File: config.mk
export PLATFORM = sky130hd
export DESIGN_NAME = spsc_ctrl
export DESIGN_NICKNAME = d
export VERILOG_FILES = /design/src/hdl/spsc_pkg.sv /design/src/hdl/spsc_ctrl.sv
export SDC_FILE = /design/constraint.sdc
export NUM_CORES = 1
export LEC_CHECK = 0
export CAP_MARGIN = 10
export CORE_UTILIZATION = 40
export CTS_CLUSTER_DIAMETER = 200
export CTS_CLUSTER_SIZE = 14
export DETAILED_ROUTE_END_ITERATION = 10
export DONT_BUFFER_PORTS = 1
export PLACE_DENSITY = 0.55
export SYNTH_ARGS = -nofsm -noshare
export SYNTH_HDL_FRONTEND = slang
export SYNTH_SLANG_ARGS = --single-unit
File: constraint.sdc
create_clock -name i_clk -period 3 [get_ports i_clk]
set_input_delay 0 -clock i_clk [delete_from_list [all_inputs] [get_ports i_clk]]
set_output_delay 0 -clock i_clk [all_outputs]
set_load 0.01 [all_outputs]
File: src/hdl/spsc_pkg.sv
// ----------------------------------------------------------------------------
// spsc_pkg
// Shared widths, command and status types, and elaboration-time helpers for
// the segmented prime sieve counter.
// ----------------------------------------------------------------------------
package spsc_pkg;

    localparam int LIM_W      = 21;
    localparam int POS_W      = 22;
    localparam int NMAX_W     = 31;
    localparam int LIMIT_MAX  = (2 ** LIM_W) - 1;
    localparam int MAX_N_DEF  = 1048576;
    localparam int SEG_SIZE_DEF = 4096;

    typedef struct packed {
        logic load_n;
        logic root_step;
        logic idx_clr;
        logic base_init_wr;
        logic p_init;
        logic p_inc;
        logic m_sq;
        logic base_mark_wr;
        logic seg_clr;
        logic seg_top;
        logic seg_fill_wr;
        logic m_load;
        logic seg_mark_wr;
        logic next_wr;
        logic cnt_start;
        logic cnt_rd;
        logic seg_adv;
        logic out_ld;
    } t_cmd;

    typedef struct packed {
        logic root_more;
        logic idx_at_root;
        logic p_le_root;
        logic base_flag;
        logic m_le_root;
        logic fill_last;
        logic m_le_end;
        logic seg_le_n;
        logic k_le_end;
    } t_sts;

    function automatic int isqrt(input int v);
        int r;
        r = 0;
        while ((r + 1) * (r + 1) <= v) begin
            r = r + 1;
        end
        return r;
    endfunction

    function automatic int base_depth(input int max_n);
        return isqrt((max_n < LIMIT_MAX) ? max_n : LIMIT_MAX) + 1;
    endfunction

endpackage

File: src/hdl/spsc_ctrl.sv
// ----------------------------------------------------------------------------
// spsc_ctrl
// Sequencer of the sieve: square root search, base sieve, and per segment the
// fill, mark and count passes, then the result hand-off.
// ----------------------------------------------------------------------------
module spsc_ctrl (
    input  logic           i_clk,
    input  logic           i_rst_n,
    input  logic           i_valid,
    output logic           o_ready,
    output logic           o_valid,
    input  logic           i_ready,
    input  spsc_pkg::t_sts i_sts,
    output spsc_pkg::t_cmd o_cmd
);
    import spsc_pkg::*;

    typedef enum logic [3:0] {
        S_IDLE, S_ROOT, S_BINIT, S_BPRD, S_BPCHK, S_BMARK, S_SEGTOP,
        S_SFILL, S_PRD, S_PCHK, S_PMARK, S_CNT, S_ADV, S_FIN
    } t_state;

    t_state r_state;
    t_state n_state;
    logic   r_out_valid;
    t_cmd   cmd;

    always_comb begin
        cmd     = '0;
        n_state = r_state;
        unique case (r_state)
            S_IDLE: begin
                if (i_valid) begin
                    cmd.load_n = 1'b1;
                    n_state    = S_ROOT;
                end
            end
            S_ROOT: begin
                if (i_sts.root_more) begin
                    cmd.root_step = 1'b1;
                end else begin
                    cmd.idx_clr = 1'b1;
                    n_state     = S_BINIT;
                end
            end
            S_BINIT: begin
                cmd.base_init_wr = 1'b1;
                if (i_sts.idx_at_root) begin
                    cmd.p_init = 1'b1;
                    n_state    = S_BPRD;
                end
            end
            S_BPRD: begin
                if (i_sts.p_le_root) begin
                    n_state = S_BPCHK;
                end else begin
                    cmd.seg_clr = 1'b1;
                    n_state     = S_SEGTOP;
                end
            end
            S_BPCHK: begin
                if (i_sts.base_flag) begin
                    cmd.m_sq = 1'b1;
                    n_state  = S_BMARK;
                end else begin
                    cmd.p_inc = 1'b1;
                    n_state   = S_BPRD;
                end
            end
            S_BMARK: begin
                if (i_sts.m_le_root) begin
                    cmd.base_mark_wr = 1'b1;
                end else begin
                    cmd.p_inc = 1'b1;
                    n_state   = S_BPRD;
                end
            end
            S_SEGTOP: begin
                if (i_sts.seg_le_n) begin
                    cmd.seg_top = 1'b1;
                    cmd.idx_clr = 1'b1;
                    n_state     = S_SFILL;
                end else begin
                    n_state = S_FIN;
                end
            end
            S_SFILL: begin
                cmd.seg_fill_wr = 1'b1;
                if (i_sts.fill_last) begin
                    cmd.p_init = 1'b1;
                    n_state    = S_PRD;
                end
            end
            S_PRD: begin
                if (i_sts.p_le_root) begin
                    n_state = S_PCHK;
                end else begin
                    cmd.cnt_start = 1'b1;
                    n_state       = S_CNT;
                end
            end
            S_PCHK: begin
                if (i_sts.base_flag) begin
                    cmd.m_load = 1'b1;
                    n_state    = S_PMARK;
                end else begin
                    cmd.p_inc = 1'b1;
                    n_state   = S_PRD;
                end
            end
            S_PMARK: begin
                if (i_sts.m_le_end) begin
                    cmd.seg_mark_wr = 1'b1;
                end else begin
                    cmd.next_wr = 1'b1;
                    cmd.p_inc   = 1'b1;
                    n_state     = S_PRD;
                end
            end
            S_CNT: begin
                if (i_sts.k_le_end) begin
                    cmd.cnt_rd = 1'b1;
                end else begin
                    n_state = S_ADV;
                end
            end
            S_ADV: begin
                cmd.seg_adv = 1'b1;
                n_state     = S_SEGTOP;
            end
            S_FIN: begin
                if (!r_out_valid || i_ready) begin
                    cmd.out_ld = 1'b1;
                    n_state    = S_IDLE;
                end
            end
            default: begin
                n_state = S_IDLE;
            end
        endcase
    end

    always_ff @(posedge i_clk) begin
        if (!i_rst_n) begin
            r_state     <= S_IDLE;
            r_out_valid <= 1'b0;
        end else begin
            r_state <= n_state;
            if (cmd.out_ld) begin
                r_out_valid <= 1'b1;
            end else if (i_ready) begin
                r_out_valid <= 1'b0;
            end
        end
    end

    assign o_ready = (r_state == S_IDLE);
    assign o_valid = r_out_valid;
    assign o_cmd   = cmd;

endmodule

==> Word level (Yosys, flattened, before mapping) <==
Index checks and enable logic that the tools add are counted.
{ "totals": {"regBits": 5, "input_bits": 13, "word_cells": 77} }
{ "op_classes": {"reduce_logical": 6, "mux": 48, "n_eq_ne": 21} }
{ "ops": {"columns": ["cell", "n"], "rows": [
  ["$pmux W4 S14", 1],
  ["$mux W4", 9],
  ["$mux W1", 30],
  ["$eq A4 B4 Y1 const B", 6],
  ["$eq A4 B3 Y1 const B", 4],
  ["$ne A2 B2 Y1 const B", 8],
  ["$eq A4 B2 Y1 const B", 2],
  ["$mux W2", 4],
  ["$reduce_and A8 Y1", 1],
  ["$eq A4 B1 Y1 const B", 1],
  ["$logic_not A4 Y1", 1],
  ["$pmux W1 S2", 2],
  ["$mux W3", 1],
  ["$pmux W1 S3", 1],
  ["$reduce_bool A2 Y1", 1],
  ["$reduce_or A2 Y1", 1],
  ["$logic_not A1 Y1", 1],
  ["$logic_or A1 B1 Y1", 1]
]} }

==> Logic depth before layout (Yosys ltp) <==
{ "logic_depth": {"depth_word": 5, "ltp_mapped": 6, "ltp_nobuf": 4} }

==> Worst setup path after synthesis <==
Ideal clock, no wire load.
{ "synth_timing": {"path_kind": "reg-to-reg", "startpoint": "reg r_state[2]", "endpoint": "reg r_state[0]", "required_time_ps": 2878, "arrival_ps": 1297, "slack_ps": 1581, "path_stages_with_launch": 6, "synth_period_minus_slack_ps": 1419, "cell_sequence": "dfxtp_1 -> or2_0 -> buf_2 -> o32a_4 -> a41o_1 -> o311a_1"} }
{ "synth_between": {"elab_chain_len": 3, "word_cells_on_any_way": 24} }
{ "synth_rtl": {"columns": ["element", "line_no", "rtl"], "rows": [
  ["start: declaration", "spsc_ctrl.sv:23", "t_state r_state;"],
  ["start signal: assignment", "spsc_ctrl.sv:148", "r_state <= n_state;"],
  ["$eq A4 B4 Y1 (tied with other cells)", "spsc_ctrl.sv:31", "unique case (r_state)"],
  ["$ne A2 B2 Y1 (no line)", null, null],
  ["$reduce_and A8 Y1 (no line)", null, null]
]} }
Parallel ways exist; a longest one is shown, timed or not.
A chain may end at the register's enable or synchronous reset.

==> impl_metrics.yaml <==
sta:
  setup_tns_ns: 0
  final_hold_viol_count: 0
  min_period_over_period_pct: 66.40
  clock_skew_ns: 0.001844
  fin_ws_ns: 1.008
  slew-limit-headroom_pct: 50.66
  tightest_slew_ns: 0.7391
  drv_slew: 0
  rsz0062_at_grt: "false"
  setup_viol: 0
  final.min_clock_period_ns: 1.992
  fmax_ghz: 0.5020
clock_tree:
  cts_buffer_depth: 2
  cts_root_buf: "clkbuf_4"
  post_cts_resized: 0
  cts_setup_buffers: 0
  htree_levels: 1
  numCtsBuffers: 3
  cts.reportedPaths.clkPinSlew_ns: 0.04
  cts_tree: "done"
  worstSkewPairLatency_ns: 0.24
  clock-sinks: 5
hold_path:
  hold_path.class: "in -> out"
  hold_depth: 1
place:
  detailed_place_hpwl_mm: 1.426
  port_buffers: 0
  place.gp.congestion: 0.7464
  place_area_um2: 679.4
  pre_cts_ws_ns: 1.130
  dp_cells: 114
synthesis:
  synthFlopType: "dfxtp_1"
  ys_seq_area_share_pct: 13.96
  synth_area_per_cell_um2: 7.316
  yosysUniqueCellTypes: 45
  syn-cell-area_um2: 716.9
  synth_edf_count: 0
  synthCells: 98
  synthesis.nets: 111
  ys_ff_latch: 5
  yosys_warnings: 0
  async_reset_ff_share_pct: 0
flow_run:
  maxCapViolCount: 0
final_layout:
  areaGrowthSynthToFinish_pct: 2.618
  fin_area_um2: 735.7
  regArea_um2: 100.1
  post-route-util_pct: 46.15
  drive_above_1_share_pct: 9.278
  nets: 111
  antenna_cells: 0
  nFillCells: 182
  multiInputGateArea_um2: 534.3
  final_cells: 121
run_status:
  status: "finished, final reports clean"
worst_setup_path:
  worstSetupPathType: "reg -> out"
  path_buf_inv: 0
  r2r_slack_ns: 1.09
  r2r_cells: 4
  critPathArrivalTime_ns: 1.99
  worstSetupEndpointType: "primary output"
  cp_slowest_stage_delay_ns: 0.79
  critPathLaunchType: "flip-flop"
  path_delay_family: "flip-flops"
  path_cells: "or2b_1 -> nor3_1 -> a211o_1"
  worst_path_max_delay_cell: "dfxtp_1"
  worstSetupPathDepth: 3
  cp_max_fo: 24
  cp.required_ns: 3.00
global_route:
  antenna_found_initial: 0
  overflow: 0
  grt_first_pass_wirelength_mm: 3.146
  use_met2_pct: 34.41
  gr-usage-met1_pct: 27.59
  grt_pass1_vias: 705
  grt_start_max_net_pins: 25
  busiest_layer: "met2"
  use_met3_pct: 8.571
  grt_util_all_layers_pct: 22.08
die:
  rows: 14
  start_util_pct: 44.98
  num_io_pins: 33
  die_h_um: 44.34
  dieWidth_um: 44.34
  design.core.area_um2: 1594
  dieArea_um2: 1966
power:
  p_per_area_nw_per_um2: 602.5
  ir_worst_vdd_uv: 499.2
  leakagePower_nw: 0.2937
drt:
  wl_per_cell_um: 15.94
  vias_per_cell: 6.050
  drc: 0
  wl_mm: 1.929
  drt-initial-drc-count: 15
  dr.pass1.iters: 4
  antenna_left: 0
  num_vias: 732
## cells in the final DEF (no fill, tap or decap), types with 2 or more instances in the layout
cell type / n
nand4b_1: 2
clkbuf_4: 3
dfxtp_1: 5
nor3_1: 4
inv_1: 2
nand2b_1: 3
dlygate4sd3_1: 3
nor2_1: 11
a21o_1: 2
o21ai_0: 4
a21oi_1: 4
nor2b_1: 7
nor4bb_1: 2
nand3_1: 3
nand2_1: 10
and3_1: 3
mux2i_1: 3
## final timing paths
kind | startpoint | endpoint
worst max-delay path | r_state[1] | o_cmd[12]
worst min-delay path | i_sts[6] | o_cmd[3]
worst max register to register | r_state[1] | r_state[0]
worst min register to register | o_valid | o_valid
## layer usage
metal	vias to the layer above	share of wire [%]
met5	-	0
met4	0	1.1
met3	4	7.6
met2	24	46
met1	343	46
li1	361	-
## area by class of cell
cell class / instances / area share, %
Clock buffer: 4 / 3.571
Timing Repair Buffer: 4 / 5.102
Inverter: 2 / 1.020
Multi-Input combinational cell: 82 / 72.62
Tap cell: 24 / 4.082
Sequential cell: 5 / 13.61
## what timing repair did
item / CTS / global route
hold buffers: 3 / 0
setup endpoints to repair: 0 / 0
endpoints found under the hold margin: 5 / 0
## sequential cells by signal, indices dropped and copies added (netlist names)
| name | flops |
|---|---|
| r_state | 4 |
| o_valid | 1 |
## worst reg2reg max path, delay by kind of cell, from the launching register on
| kind | cells | cell delay, ns |
|---|---|---|
| compound gates | 3 | 0.67 |
| flops | 1 | 0.79 |
| simple gates | 1 | 0.33 |
## cell usage after synthesis (3+ instances only)
library cell / count / area, µm²
mux2i_1: 3 / 30.03
o21ai_0: 4 / 20.02
dfxtp_1: 5 / 100.1
nor2_1: 11 / 41.29
nor3_1: 4 / 20.02
nor2b_1: 7 / 43.79
and3_1: 3 / 18.77
nand3_1: 3 / 15.01
a21oi_1: 4 / 20.02
nand2b_1: 3 / 18.77
nand2_1: 10 / 37.54
## kinds of logic after synthesis
family,count (synthesis),synth area share [%]
and+or+nand+nor,56,45.20
AOI/OAI and AO/OA,23,25.13
buffers and inverters,11,11.52
DFF,5,13.96
muxes,3,4.189
## where the power goes
part / internal, mW / switching (mW) / total [mW]
Sequential: 0.0794 / 0.0683 / 0.148
Clock: 0.0501 / 0.0254 / 0.0755
Combinational: 0.103 / 0.117 / 0.220
Total: 0.232 / 0.211 / 0.443
## through the flow
step / hold WS [ns] / power [mW]
after global routing: 0.05652 / 0.4875
final: 0.05745 / 0.4433
after floorplan: 0.05040 / 0.3424
after CTS: 0.05498 / 0.4456
after detailed placement: 0.05541 / 0.3614
after global placement: 0.05587 / 0.3546
Power figures use the tool's default switching activity.
